**config.mk**
```make
export PLATFORM = sky130hd
export DESIGN_NAME = linear_interp_resampler_top
export DESIGN_NICKNAME = d
export VERILOG_FILES = /design/src/hw/rtl/lir_pkg.sv /design/src/hw/rtl/linear_interp_resampler_top.sv /design/src/hw/rtl/lir_cfg.sv /design/src/hw/rtl/lir_interp.sv /design/src/hw/rtl/lir_ctrl.sv
export SDC_FILE = /design/constraint.sdc
export NUM_CORES = 2
export LEC_CHECK = 0
export BUFFER_PORTS_ARGS = -buffer_cell sky130_fd_sc_hd__buf_2
export CELL_PAD_IN_SITES_DETAIL_PLACEMENT = 1
export CELL_PAD_IN_SITES_GLOBAL_PLACEMENT = 2
export CORE_MARGIN = 2
export CORE_UTILIZATION = 42
export DETAILED_ROUTE_END_ITERATION = 8
export PLACE_DENSITY = 0.95
export SYNTH_ARGS = -nofsm -noshare
export SYNTH_HDL_FRONTEND = slang
export SYNTH_SLANG_ARGS = --single-unit
```
**constraint.sdc**
```tcl
create_clock -name clk -period 14.6 [get_ports clk]
set_clock_uncertainty 0.15 [all_clocks]
set_input_delay 2.92 -clock clk [delete_from_list [all_inputs] [get_ports clk]]
set_output_delay 2.92 -clock clk [all_outputs]
set_load 0.02 [all_outputs]
```
**src/hw/rtl/lir_pkg.sv**
```systemverilog
// lir_pkg: widths, register map, reset values and shared types of the
// linear interpolation resampler; no dependencies
package lir_pkg;

  localparam int SAMPLE_W  = 24;                  // source and result samples
  localparam int COUNT_W   = 23;                  // source sample count
  localparam int FRAC_W    = 24;                  // fractional bits of a position
  localparam int RATIO_W   = 30;                  // unsigned Q6.24 step
  localparam int POS_W     = COUNT_W + FRAC_W;    // output position
  localparam int PROD_W    = SAMPLE_W + FRAC_W;   // |b - a| * frac
  localparam int RES_LIMIT = 64;                  // results per item at most
  localparam int RES_CNT_W = $clog2(RES_LIMIT + 1);
  localparam int ADDR_W    = 3;
  localparam int DATA_W    = 32;

  // register indexes, taken from paddr bit 2
  localparam logic REG_RATIO_STEP = 1'b0;
  localparam logic REG_MAX_SOURCE = 1'b1;

  localparam logic [RATIO_W-1:0] RATIO_RESET = RATIO_W'(16777216);
  localparam logic [COUNT_W-1:0] MAX_RESET   = COUNT_W'(8388607);

  typedef struct packed {
    logic [RATIO_W-1:0] ratio_step;
    logic [COUNT_W-1:0] max_source;
  } lir_cfg_t;

  // request to the shared interpolation unit
  typedef struct packed {
    logic                       start;
    logic signed [SAMPLE_W-1:0] a;
    logic signed [SAMPLE_W-1:0] b;
    logic [FRAC_W-1:0]          frac;
  } lir_mul_req_t;

endpackage

```
**src/hw/rtl/linear_interp_resampler_top.sv**
```systemverilog
// linear_interp_resampler_top: one-channel linear interpolation resampler
// depends on lir_pkg, lir_cfg, lir_interp and lir_ctrl
//
// channel  | ports                        | payload
// ---------+------------------------------+-------------------------------------------
// input    | in_tvalid/in_tready          | tdata: sample_in[23:0]; tlast: last_in
// result   | out_tvalid/out_tready        | tdata: sample_out[23:0]; tlast: done_res;
//          |                              | tuser: has_sample[0], too_short[1]
// config   | cfg_psel..cfg_pready (apb)   | 0x0 ratio_step (Q6.24), 0x4 max_source
//
// an item that causes no result passes the block through accept, evaluate and
// finish; each interpolated result adds issue, the shared multiplier's stages and
// emit, and each final-interval zero adds emit; at most 64 results per item
// the newest result is held back one slot so the file's final one can carry tlast
// a stalled result port stops the sequencer only when the next result needs the slot
// reset is synchronous, active low, and empties the file state at once
module linear_interp_resampler_top (
  input  logic                       clk,
  input  logic                       rst_n,
  // input items
  input  logic                       in_tvalid,
  output logic                       in_tready,
  input  logic [23:0]                in_tdata,   // [23:0] sample_in
  input  logic                       in_tlast,   // last_in
  // result items
  output logic                       out_tvalid,
  input  logic                       out_tready,
  output logic [23:0]                out_tdata,  // [23:0] sample_out
  output logic                       out_tlast,  // done_res
  output logic [1:0]                 out_tuser,  // [0] has_sample, [1] too_short
  // configuration
  input  logic                       cfg_psel,
  input  logic                       cfg_penable,
  input  logic                       cfg_pwrite,
  input  logic [lir_pkg::ADDR_W-1:0] cfg_paddr,
  input  logic [lir_pkg::DATA_W-1:0] cfg_pwdata,
  output logic [lir_pkg::DATA_W-1:0] cfg_prdata,
  output logic                       cfg_pready
);
  import lir_pkg::*;

  lir_cfg_t                   cfg;
  lir_mul_req_t               mul_req;
  logic                       mul_valid;
  logic signed [SAMPLE_W-1:0] mul_value;

  // register file
  lir_cfg u_cfg (
    .clk         (clk),
    .rst_n       (rst_n),
    .cfg_psel    (cfg_psel),
    .cfg_penable (cfg_penable),
    .cfg_pwrite  (cfg_pwrite),
    .cfg_paddr   (cfg_paddr),
    .cfg_pwdata  (cfg_pwdata),
    .cfg_prdata  (cfg_prdata),
    .cfg_pready  (cfg_pready),
    .cfg         (cfg)
  );

  // shared multiply-round unit, one interpolation per request
  lir_interp u_interp (
    .clk       (clk),
    .rst_n     (rst_n),
    .req       (mul_req),
    .res_valid (mul_valid),
    .res_value (mul_value)
  );

  // sequencer: sample history, output position, result staging
  lir_ctrl u_ctrl (
    .clk        (clk),
    .rst_n      (rst_n),
    .cfg        (cfg),
    .in_tvalid  (in_tvalid),
    .in_tready  (in_tready),
    .in_tdata   (in_tdata),
    .in_tlast   (in_tlast),
    .out_tvalid (out_tvalid),
    .out_tready (out_tready),
    .out_tdata  (out_tdata),
    .out_tlast  (out_tlast),
    .out_tuser  (out_tuser),
    .mul_req    (mul_req),
    .mul_valid  (mul_valid),
    .mul_value  (mul_value)
  );

endmodule

```
**src/hw/rtl/lir_cfg.sv**
```systemverilog
// lir_cfg: apb register file for ratio_step and max_source
// depends on lir_pkg
module lir_cfg (
  input  logic                       clk,
  input  logic                       rst_n,
  input  logic                       cfg_psel,
  input  logic                       cfg_penable,
  input  logic                       cfg_pwrite,
  input  logic [lir_pkg::ADDR_W-1:0] cfg_paddr,
  input  logic [lir_pkg::DATA_W-1:0] cfg_pwdata,
  output logic [lir_pkg::DATA_W-1:0] cfg_prdata,
  output logic                       cfg_pready,
  output lir_pkg::lir_cfg_t          cfg
);
  import lir_pkg::*;

  logic [RATIO_W-1:0] ratio_r;
  logic [COUNT_W-1:0] max_r;
  logic               wr_en;

  assign cfg_pready = 1'b1;
  assign wr_en      = cfg_psel & cfg_penable & cfg_pwrite & cfg_pready;

  always_ff @(posedge clk) begin
    if (!rst_n) begin
      ratio_r <= RATIO_RESET;
      max_r   <= MAX_RESET;
    end else if (wr_en) begin
      unique case (cfg_paddr[2])
        REG_RATIO_STEP: ratio_r <= cfg_pwdata[RATIO_W-1:0];
        REG_MAX_SOURCE: max_r   <= cfg_pwdata[COUNT_W-1:0];
        default: ;
      endcase
    end
  end

  always_comb begin
    unique case (cfg_paddr[2])
      REG_RATIO_STEP: cfg_prdata = DATA_W'(ratio_r);
      REG_MAX_SOURCE: cfg_prdata = DATA_W'(max_r);
      default:        cfg_prdata = '0;
    endcase
  end

  assign cfg.ratio_step = ratio_r;
  assign cfg.max_source = max_r;

endmodule

```
**src/hw/rtl/lir_interp.sv**
```systemverilog
// lir_interp: shared two-stage unit, a + round(frac * (b - a)) with ties away from a
// depends on lir_pkg
module lir_interp (
  input  logic                                clk,
  input  logic                                rst_n,
  input  lir_pkg::lir_mul_req_t               req,
  output logic                                res_valid,
  output logic signed [lir_pkg::SAMPLE_W-1:0] res_value
);
  import lir_pkg::*;

  localparam logic [PROD_W-1:0] HALF = PROD_W'(1) << (FRAC_W - 1);

  logic signed [SAMPLE_W:0]   diff;
  logic                       neg;
  logic [SAMPLE_W-1:0]        mag;
  logic [PROD_W-1:0]          prod_nxt;

  logic                       s1_valid_r;
  logic [PROD_W-1:0]          prod_r;
  logic                       neg_r;
  logic signed [SAMPLE_W-1:0] a_r;

  logic [PROD_W-1:0]          rnd;
  logic [SAMPLE_W-1:0]        q;
  logic signed [SAMPLE_W+1:0] sum;

  logic                       res_valid_r;
  logic signed [SAMPLE_W-1:0] res_value_r;

  // stage 1: magnitude of the difference times the fraction
  always_comb begin
    diff     = (SAMPLE_W+1)'(req.b) - (SAMPLE_W+1)'(req.a);
    neg      = diff[SAMPLE_W];
    mag      = neg ? SAMPLE_W'(-diff) : SAMPLE_W'(diff);
    prod_nxt = PROD_W'(mag) * PROD_W'(req.frac);
  end

  // stage 2: round, then step from a toward b
  always_comb begin
    rnd = prod_r + HALF;
    q   = rnd[PROD_W-1:FRAC_W];
    sum = neg_r ? ((SAMPLE_W+2)'(a_r) - (SAMPLE_W+2)'({1'b0, q}))
                : ((SAMPLE_W+2)'(a_r) + (SAMPLE_W+2)'({1'b0, q}));
  end

  always_ff @(posedge clk) begin
    if (!rst_n) begin
      s1_valid_r  <= 1'b0;
      res_valid_r <= 1'b0;
    end else begin
      s1_valid_r  <= req.start;
      res_valid_r <= s1_valid_r;
    end
    prod_r      <= prod_nxt;
    neg_r       <= neg;
    a_r         <= req.a;
    res_value_r <= sum[SAMPLE_W-1:0];
  end

  assign res_valid = res_valid_r;
  assign res_value = res_value_r;

endmodule

```
**src/hw/rtl/lir_ctrl.sv**
```systemverilog
// lir_ctrl: sequencer, file state, pending result and output register
// depends on lir_pkg; drives the shared lir_interp unit
module lir_ctrl (
  input  logic                                clk,
  input  logic                                rst_n,
  input  lir_pkg::lir_cfg_t                   cfg,
  input  logic                                in_tvalid,
  output logic                                in_tready,
  input  logic [lir_pkg::SAMPLE_W-1:0]        in_tdata,
  input  logic                                in_tlast,
  output logic                                out_tvalid,
  input  logic                                out_tready,
  output logic [lir_pkg::SAMPLE_W-1:0]        out_tdata,
  output logic                                out_tlast,
  output logic [1:0]                          out_tuser,
  output lir_pkg::lir_mul_req_t               mul_req,
  input  logic                                mul_valid,
  input  logic signed [lir_pkg::SAMPLE_W-1:0] mul_value
);
  import lir_pkg::*;

  typedef enum logic [1:0] {ST_IDLE, ST_EVAL, ST_WAIT, ST_FIN} state_t;

  state_t                     state_r;
  logic                       last_r;
  logic signed [SAMPLE_W-1:0] prev_r;
  logic signed [SAMPLE_W-1:0] curr_r;
  logic [COUNT_W-1:0]         cnt_r;
  logic [POS_W-1:0]           pos_r;
  logic [1:0]                 outcnt_r;      // saturates at two
  logic [RES_CNT_W-1:0]       res_cnt_r;
  logic signed [SAMPLE_W-1:0] held_r;
  logic                       held_valid_r;
  logic signed [SAMPLE_W-1:0] pend_sample_r;
  logic                       pend_valid_r;
  logic                       out_valid_r;
  logic [SAMPLE_W-1:0]        out_data_r;
  logic                       out_last_r;
  logic [1:0]                 out_user_r;

  logic [POS_W:0]             pos_nxt;
  logic [POS_W:0]             limit;
  logic [COUNT_W-1:0]         idx;
  logic [COUNT_W-1:0]         cnt_m2;
  logic                       exists;
  logic                       need_held;
  logic                       cap_hit;
  logic                       res_full;
  logic                       out_free;
  logic                       out_load;
  logic signed [SAMPLE_W-1:0] emit_value;
  logic [1:0]                 outcnt_nxt;

  always_comb begin
    pos_nxt    = (POS_W+1)'(pos_r) + (POS_W+1)'(cfg.ratio_step);
    limit      = {1'b0, cnt_r, {FRAC_W{1'b0}}};
    exists     = pos_nxt <= limit;
    idx        = pos_r[POS_W-1:FRAC_W];
    cnt_m2     = cnt_r - COUNT_W'(2);
    need_held  = !held_valid_r && (cnt_r >= COUNT_W'(2)) && (idx <= cnt_m2);
    cap_hit    = (cnt_r >= cfg.max_source) || (&cnt_r);
    res_full   = res_cnt_r == RES_CNT_W'(RES_LIMIT);
    out_free   = !out_valid_r || out_tready;
    emit_value = held_valid_r ? held_r : '0;
    outcnt_nxt = outcnt_r[1] ? outcnt_r : outcnt_r + 2'd1;
    // the output register takes a new item this cycle
    out_load   = ((state_r == ST_EVAL) && !res_full && !need_held && exists &&
                  (held_valid_r || last_r) && pend_valid_r && out_free) ||
                 ((state_r == ST_FIN) && out_free && (last_r || pend_valid_r));
  end

  always_comb begin
    mul_req.start = (state_r == ST_EVAL) && !res_full && need_held;
    mul_req.a     = prev_r;
    mul_req.b     = curr_r;
    mul_req.frac  = pos_r[FRAC_W-1:0];
  end

  always_ff @(posedge clk) begin
    if (!rst_n) begin
      state_r       <= ST_IDLE;
      last_r        <= 1'b0;
      prev_r        <= '0;
      curr_r        <= '0;
      cnt_r         <= '0;
      pos_r         <= '0;
      outcnt_r      <= '0;
      res_cnt_r     <= '0;
      held_r        <= '0;
      held_valid_r  <= 1'b0;
      pend_sample_r <= '0;
      pend_valid_r  <= 1'b0;
      out_valid_r   <= 1'b0;
      out_data_r    <= '0;
      out_last_r    <= 1'b0;
      out_user_r    <= '0;
    end else begin
      if (out_valid_r && out_tready && !out_load) begin
        out_valid_r <= 1'b0;
      end
      unique case (state_r)
        ST_IDLE: begin
          if (in_tvalid) begin
            last_r    <= in_tlast;
            res_cnt_r <= '0;
            if (!cap_hit) begin
              prev_r <= curr_r;
              curr_r <= in_tdata;
              cnt_r  <= cnt_r + COUNT_W'(1);
            end
            state_r <= ST_EVAL;
          end
        end
        ST_EVAL: begin
          if (res_full) begin
            state_r <= ST_FIN;
          end else if (need_held) begin
            state_r <= ST_WAIT;
          end else if (!exists || (!held_valid_r && !last_r)) begin
            state_r <= ST_FIN;
          end else if (!pend_valid_r || out_free) begin
            if (pend_valid_r) begin
              out_valid_r <= 1'b1;
              out_data_r  <= pend_sample_r;
              out_last_r  <= 1'b0;
              out_user_r  <= 2'b01;
            end
            pend_sample_r <= emit_value;
            pend_valid_r  <= 1'b1;
            res_cnt_r     <= res_cnt_r + RES_CNT_W'(1);
            held_valid_r  <= 1'b0;
            pos_r         <= pos_nxt[POS_W-1:0];
            outcnt_r      <= outcnt_nxt;
          end
        end
        ST_WAIT: begin
          if (mul_valid) begin
            held_r       <= mul_value;
            held_valid_r <= 1'b1;
            state_r      <= ST_EVAL;
          end
        end
        ST_FIN: begin
          if (last_r) begin
            if (out_free) begin
              // final result of the file, then back to an empty file
              out_valid_r  <= 1'b1;
              out_data_r   <= pend_valid_r ? pend_sample_r : '0;
              out_last_r   <= 1'b1;
              out_user_r   <= {!outcnt_r[1], pend_valid_r};
              pend_valid_r <= 1'b0;
              prev_r       <= '0;
              curr_r       <= '0;
              cnt_r        <= '0;
              pos_r        <= '0;
              outcnt_r     <= '0;
              held_valid_r <= 1'b0;
              state_r      <= ST_IDLE;
            end
          end else if (!pend_valid_r) begin
            state_r <= ST_IDLE;
          end else if (out_free) begin
            out_valid_r  <= 1'b1;
            out_data_r   <= pend_sample_r;
            out_last_r   <= 1'b0;
            out_user_r   <= 2'b01;
            pend_valid_r <= 1'b0;
            state_r      <= ST_IDLE;
          end
        end
        default: state_r <= ST_IDLE;
      endcase
    end
  end

  assign in_tready  = state_r == ST_IDLE;
  assign out_tvalid = out_valid_r;
  assign out_tdata  = out_data_r;
  assign out_tlast  = out_last_r;
  assign out_tuser  = out_user_r;

`ifndef SYNTH
  a_res_cnt_bound: assert property (@(posedge clk) disable iff (!rst_n)
    res_cnt_r <= RES_CNT_W'(RES_LIMIT))
    else $error("result count past the per-item limit");

  a_pend_flushed: assert property (@(posedge clk) disable iff (!rst_n)
    in_tready |-> !pend_valid_r)
    else $error("pending result left over between items");

  a_empty_is_final: assert property (@(posedge clk) disable iff (!rst_n)
    (out_tvalid && !out_tuser[0]) |-> out_tlast)
    else $error("result without sample that does not end the file");

  a_held_from_unit: assert property (@(posedge clk) disable iff (!rst_n)
    $rose(held_valid_r) |-> $past(mul_valid))
    else $error("held value set without interpolation result");

  a_unit_when_waiting: assert property (@(posedge clk) disable iff (!rst_n)
    mul_valid |-> (state_r == ST_WAIT))
    else $error("interpolation result outside the wait state");
`endif

endmodule

```
; Yosys cells after proc, flatten, opt, wreduce, memory -nomap -nowiden
; Cells that the tools add are included.
[word_totals]
reg_bits = 360
in_bits = 67
out_inout_bits = 62
wordCells = 217
[classes]
add_sub_neg = 10
multipliers = 1
order_cmp = 4
eq_ne = 19
mux = 103
n_bitwise = 6
n_reduce_logical = 49
[ops]
columns = operator, count
row1 = 24-bit two-way mux, 19
row2 = 47-bit two-way mux, 6
row3 = 24-bit case mux with 2 select lines, 3
row4 = 47-bit case mux with 2 select lines, 1
row5 = 23-bit two-way mux, 4
row6 = 32-bit case mux with 2 select lines, 1
row7 = 47-bit by 30-bit adder with 48-bit output, 1
row8 = 48-bit by 24-bit adder with 48-bit output (second input constant), 1
row9 = 48-bit by 47-bit <= comparator with 1-bit output, 1
row10 = 24-bit by 24-bit multiplier with 48-bit output, 1
row11 = 2-bit two-way mux, 24
row12 = 23-bit case mux with 2 select lines, 1
row13 = 7-bit two-way mux, 5
row14 = 1-bit two-way mux, 31
row15 = 24-bit by 24-bit subtractor with 25-bit output, 1
row16 = 24-bit adder, 1
row17 = 24-bit negator, 1
row18 = 24-bit subtractor, 1
row19 = 23-bit by 1-bit adder with 23-bit output (second input constant), 1
row20 = 23-bit by 2-bit >= comparator with 1-bit output (second input constant), 1
row21 = 23-bit >= comparator, 1
row22 = 23-bit <= comparator, 1
row23 = 23-bit AND reduction, 1
row24 = 23-bit by 2-bit subtractor with 23-bit output (second input constant), 1
row25 = 30 further kinds, 83

; Depth between registers and ports, before layout
[logic_depth]
ltp_word = 19
mapped_depth = 40
ltp_nobuf = 38

; By module
; A second synthesis with hierarchy kept.
[hier_totals]
cells_unflattened = 4776
area_unflattened_um2 = 40147.3
[by_module_without_submodules]
columns = module, instances, cells_per_inst, area_per_inst_um2, seq_area_each_um2
row1 = lir_interp, 1, 2980, 25222.9, 1521.5
row2 = lir_ctrl, 1, 1525, 12336.8, 4164.0
row3 = lir_cfg, 1, 271, 2587.5, 1061.0

; Least setup slack after synthesis
; No wires, ideal clock.
[synth_path]
kind = reg-to-reg
start = register u_ctrl.prev_r[1]
end = register u_interp.prod_r[41]
setup_time_ns = 0.072
arrival_ns = 9.739
required_ns = 14.378
setup_slack_ns = 4.639
stages_incl_launch_ff = 38
n_path_buf = 1
period_less_slack_ns = 9.961
path_cell_list = dfxtp_1 > inv_1 > ha_1 > nor2b_1 > o31ai_4 > a21oi_1 > a2111oi_4 > or4b_4 > nor4_4 > nand2_1 > o41ai_2 > xnor2_1 > clkbuf_1 > nand2_1 > fa_1 > fa_1 > inv_1 > fa_1 > [2 not listed] > inv_1 > fa_1 > fa_1 > inv_1 > fa_1 > inv_1 > ha_1 > a2111oi_0 > o21ai_0 > a22oi_1 > o21ai_0 > o211a_1 > a211o_1 > a211o_1 > a21oi_1 > o311ai_0 > a21oi_1 > xnor2_1
[synth_via]
elab_chain_len = 4
[synth_lines]
columns = item, line
row1 = from (decl), lir_ctrl.sv:26  ; logic signed [SAMPLE_W-1:0] prev_r;
row2 = from (signal assigned), lir_ctrl.sv:107  ; prev_r <= curr_r;
row3 = 24-bit by 24-bit subtractor with 25-bit output *, lir_interp.sv:33  ; diff = (SAMPLE_W+1)'(req.b) - (SAMPLE_W+1)'(req.a);
row4 = 24-bit negator, lir_interp.sv:35  ; mag = neg ? SAMPLE_W'(-diff) : SAMPLE_W'(diff);
row5 = 24-bit two-way mux *, lir_interp.sv:35
row6 = 24-bit by 24-bit multiplier with 48-bit output *, lir_interp.sv:36  ; prod_nxt = PROD_W'(mag) * PROD_W'(req.frac);
row7 = via u_interp.prod_nxt[41], lir_interp.sv:17  ; logic [PROD_W-1:0] prod_nxt;
row8 = to (signal assigned), lir_interp.sv:55  ; prod_r <= prod_nxt;
row9 = to (decl), lir_interp.sv:20  ; logic [PROD_W-1:0] prod_r;
; Mark *: on every way through the listed nets, which the timed path passes. The rest lies on a longest branch.
; A chain may end at the register's enable or synchronous reset.

; Worst setup path in the final report
[layout_path]
start = register u_ctrl.prev_r[1]
end = register u_interp.prod_r[47]
; Same word-level chain as after synthesis.

==> impl_metrics.env <==
export IMPL_chipWidth_um=307.7
export IMPL_place_ws_ps=2529
export IMPL_synth_main_ff_cell="sky130_fd_sc_hd__dfxtp_1"
export IMPL_drc=0
export IMPL_globalRouteTotalUtil_pct=25.88
export IMPL_post_cts_repair_setup_buffers=0
export IMPL_largest_net_degree_at_the_start_of_global_routing=103
export IMPL_critPathMaxFanout=24
export IMPL_timing_rr_end="u_interp.prod_r[47]$_DFF_P_"
export IMPL_p_leak_nw=19.62
export IMPL_io_buffers=121
export IMPL_initial_antenna_violation_count=3
export IMPL_dp_hpwl_um=92740
export IMPL_worst_slew_pin_slew_ps=1262
export IMPL_grt_setup_unrepaired="false"
export IMPL_cp_slowest_stage_delay_ps=930
export IMPL_netlist_top_cells_area="sky130_fd_sc_hd__fa_1, sky130_fd_sc_hd__dfxtp_1, sky130_fd_sc_hd__ha_1"
export IMPL_sink_count_of_the_clock_tree=337
export IMPL_timing_hold_ws_ps=196.1
export IMPL_finalWorstSetupSlack_ps=2576
export IMPL_gp_congestion=0.8983
export IMPL_ys_warn_count=0
export IMPL_hold_path_class="reg2reg"
export IMPL_dieHeight_um=307.7
export IMPL_clk_pin_slew_worst_paths_ps=60
export IMPL_final_setup_tns_ps=0
export IMPL_r2r_start="u_ctrl.prev_r[1]$_SDFFE_PN0P_"
export IMPL_multi_input_comb_area_um2=28860
export IMPL_post_synth_num_cell_types=94
export IMPL_detailedRoute_firstIterationViolations=1795
export IMPL_most_common_layout_cells="sky130_fd_sc_hd__inv_1, sky130_fd_sc_hd__nand2_1, sky130_fd_sc_hd__fa_1"
export IMPL_design_die_area_um2=94660
export IMPL_cts_root_buffer="sky130_fd_sc_hd__clkbuf_16"
export IMPL_netlist_area_um2=38730
export IMPL_outcome="complete, no violations"
export IMPL_ios=129
export IMPL_count_of_non_filler_cells_in_the_finished_layout=5773
export IMPL_worst_setup_path_start_kind="flop"
export IMPL_rows=111
export IMPL_insertion_delay_ps=580
export IMPL_postSynthRegisterBits=337
export IMPL_worst_r2r_cell_count=33
export IMPL_tritoncts="built"
export IMPL_starting_density_of_the_core_pct=42.32
export IMPL_crit_path_end_kind="flop"
export IMPL_worst_setup_path_endpoint="u_interp.prod_r[47]$_DFF_P_"
export IMPL_finalWorstPathRequiredPeriod_ps=12020
export IMPL_final_common_cell="sky130_fd_sc_hd__inv_1"
export IMPL_post_place_cells=5703
export IMPL_inserted_clock_buffers=39
export IMPL_ff_latch_area_um2=6748
export IMPL_cellPowerDensity_nw_per_um2=100.1
export IMPL_synth_yosys_seq_area_share_pct=17.42
export IMPL_postRouteWirelength_um=122200
export IMPL_timing_max_cap_violations=0
export IMPL_globalRoute_totalOverflow=0
export IMPL_async_reset_ff_share_pct=0
export IMPL_avgRoutedWirePerCell_um=21.16
export IMPL_cts_root_to_sink_buffers=3
export IMPL_fp_coreArea_um2=91520
export IMPL_number_of_enable_flip_flop_cells_after_synthesis=0
export IMPL_crit_start="u_ctrl.prev_r[1]$_SDFFE_PN0P_"
export IMPL_timing_hold_violations_final=0
export IMPL_timing_slew_headroom_pct=15.89
export IMPL_cts_max_level=2
export IMPL_worst_path_most_repeated_cell="sky130_fd_sc_hd__fa_1"
export IMPL_endpoints_failing_setup=0
export IMPL_layout_drive_gt1_share_pct=7.826
export IMPL_synth_top_area_cell="sky130_fd_sc_hd__fa_1"
export IMPL_postSynthAreaPerCell_um2=8.488
export IMPL_drtAntennaViolNets=0
export IMPL_synthesis_instances=4563
export IMPL_antenna_cells_inserted=0
export IMPL_cp_data_arrival_time_ps=12370
export IMPL_postCtsResizedCells=0
export IMPL_routed_via_count=32530
export IMPL_timing_max_transition_violations_final=0
export IMPL_grt_first_pass_wirelength_um=195400
export IMPL_setup_worst_path_class="reg2reg"
export IMPL_nets=5434
export IMPL_maximum_achievable_frequency_ghz=0.08317
export IMPL_timing_reg2reg_setup_slack_ps=2580
export IMPL_timing_critical_path_slowest_stage_cell="sky130_fd_sc_hd__o31ai_1"
export IMPL_flow_area_growth_from_synthesis_pct=8.529
export IMPL_fin_crit_share_pct=82.35
export IMPL_cts_hold_repair_buffers=0
export IMPL_timing_critical_path_required_ps=14950
export IMPL_viasPerCell=5.634
export IMPL_power_ir_vdd_worst_uv=225.3
export IMPL_drt_pass1_iterations=8
export IMPL_synth_top_area_share_pct=25.02
export IMPL_grt_pass1_vias=35700
export IMPL_count_of_fill_cells_added_during_filler_insertion=10800
==> metrics by stage <==
step	instance area, µm²	util, %	power (mW)
2_1_floorplan	38730	-	2.133
3_3_place_gp	40740	44.51	3.131
3_5_place_dp	40740	44.51	3.187
4_1_cts	42030	45.93	4.213
5_1_grt	42030	45.93	4.378
6_report	42030	45.93	4.209
==> synth_stat cells (all sizes together), types with 23 or more instances <==
library cell and instances:
inv 676, nand2 640, fa 484, dfxtp 337, ha 325, and2 272
a21oi 213, clkbuf 201, nor2 146, xnor2 137, nand3 108, o21ai 89
nand4 80, a21o 69, xor2 66, nor3 51, a31oi 50, nor2b 47
o21a 45, o211ai 43, buf 33, and3 30, o22ai 30, a22oi 28
nand2b 28, a22o 27, or3b 26, o32ai 25, mux2 23
==> metal layers <==
| metal | vias up | GRT usage (%) | routed length, µm |
|---|---|---|---|
| li1 | 14910 | - | - |
| met2 | 710 | 48.30 | 63540 |
| met1 | 16710 | 31.27 | 50620 |
| met3 | 204 | 2.340 | 4395 |
| met5 | - | 0 | 0 |
| met4 | 0 | 7.850 | 3623 |
==> worst min path at each step <==
stage,startpoint,endpoint,slack (ps),cells after the start
6_report,u_ctrl.prev_r[9]$_SDFFE_PN0P_,u_interp.a_r[9]$_DFF_P_,200,0
5_1_grt,u_ctrl.prev_r[15]$_SDFFE_PN0P_,u_interp.a_r[15]$_DFF_P_,210,0
3_3_place_gp,u_ctrl.prev_r[15]$_SDFFE_PN0P_,u_interp.a_r[15]$_DFF_P_,180,0
3_5_place_dp,u_ctrl.prev_r[14]$_SDFFE_PN0P_,u_interp.a_r[14]$_DFF_P_,190,0
2_1_floorplan,u_ctrl.prev_r[10]$_SDFFE_PN0P_,u_interp.a_r[10]$_DFF_P_,180,0
4_1_cts,u_ctrl.prev_r[9]$_SDFFE_PN0P_,u_interp.a_r[9]$_DFF_P_,200,0
==> area by class of cell <==
cell class                      count  area share, %
Multi-Input combinational cell   3316          68.66
Sequential cell                   337          16.05
Inverter                          677          6.051
Tap cell                         1186          3.530
Timing Repair Buffer              187          2.625
Clock buffer                       46          2.527
Clock inverter                     24         0.5507
==> state kept, by name, summed over array words and instances, names as in the netlist, 23 cells and up <==
register              cells
u_cfg.max_r              23
u_cfg.ratio_r            30
u_ctrl.cnt_r             23
u_ctrl.curr_r            24
u_ctrl.held_r            24
u_ctrl.out_tdata         24
u_ctrl.pend_sample_r     24
u_ctrl.pos_r             47
u_ctrl.prev_r            24
u_interp.a_r             24
u_interp.prod_r          25
u_interp.res_value       24
==> worst max-delay path, delay by kind of cell (launching register included) <==
| family | cells | cell delay [ps] |
|---|---|---|
| DFF | 1 | 380 |
| xor gates and xnor gates | 2 | 320 |
| buffers and inverters | 5 | 580 |
| and+or+nand+nor | 4 | 1050 |
| AOI/OAI and AO/OA | 13 | 5240 |
| adders and majority gates | 9 | 4230 |
==> cells by family (layout without fill, tap and decap cells) <==
logic type,count (synthesis),in the layout,synth area share [%]
simple gates,1519,1519,19.53
buf+inv,911,934,8.913
fa+ha+maj,809,809,35.52
compound gates,744,744,12.95
flops,337,337,17.42
xor+xnor,203,203,4.591
mux,38,38,1.056
other cells,2,3,0.01939
==> report_power, final <==
| group | total (mW) | internal, mW | switching (mW) |
|---|---|---|---|
| logic | 2.19 | 0.549 | 1.65 |
| clock network | 1.01 | 0.563 | 0.443 |
| registers | 1.01 | 0.980 | 0.0288 |
Note: power is estimated with default switching activity, not from simulation.
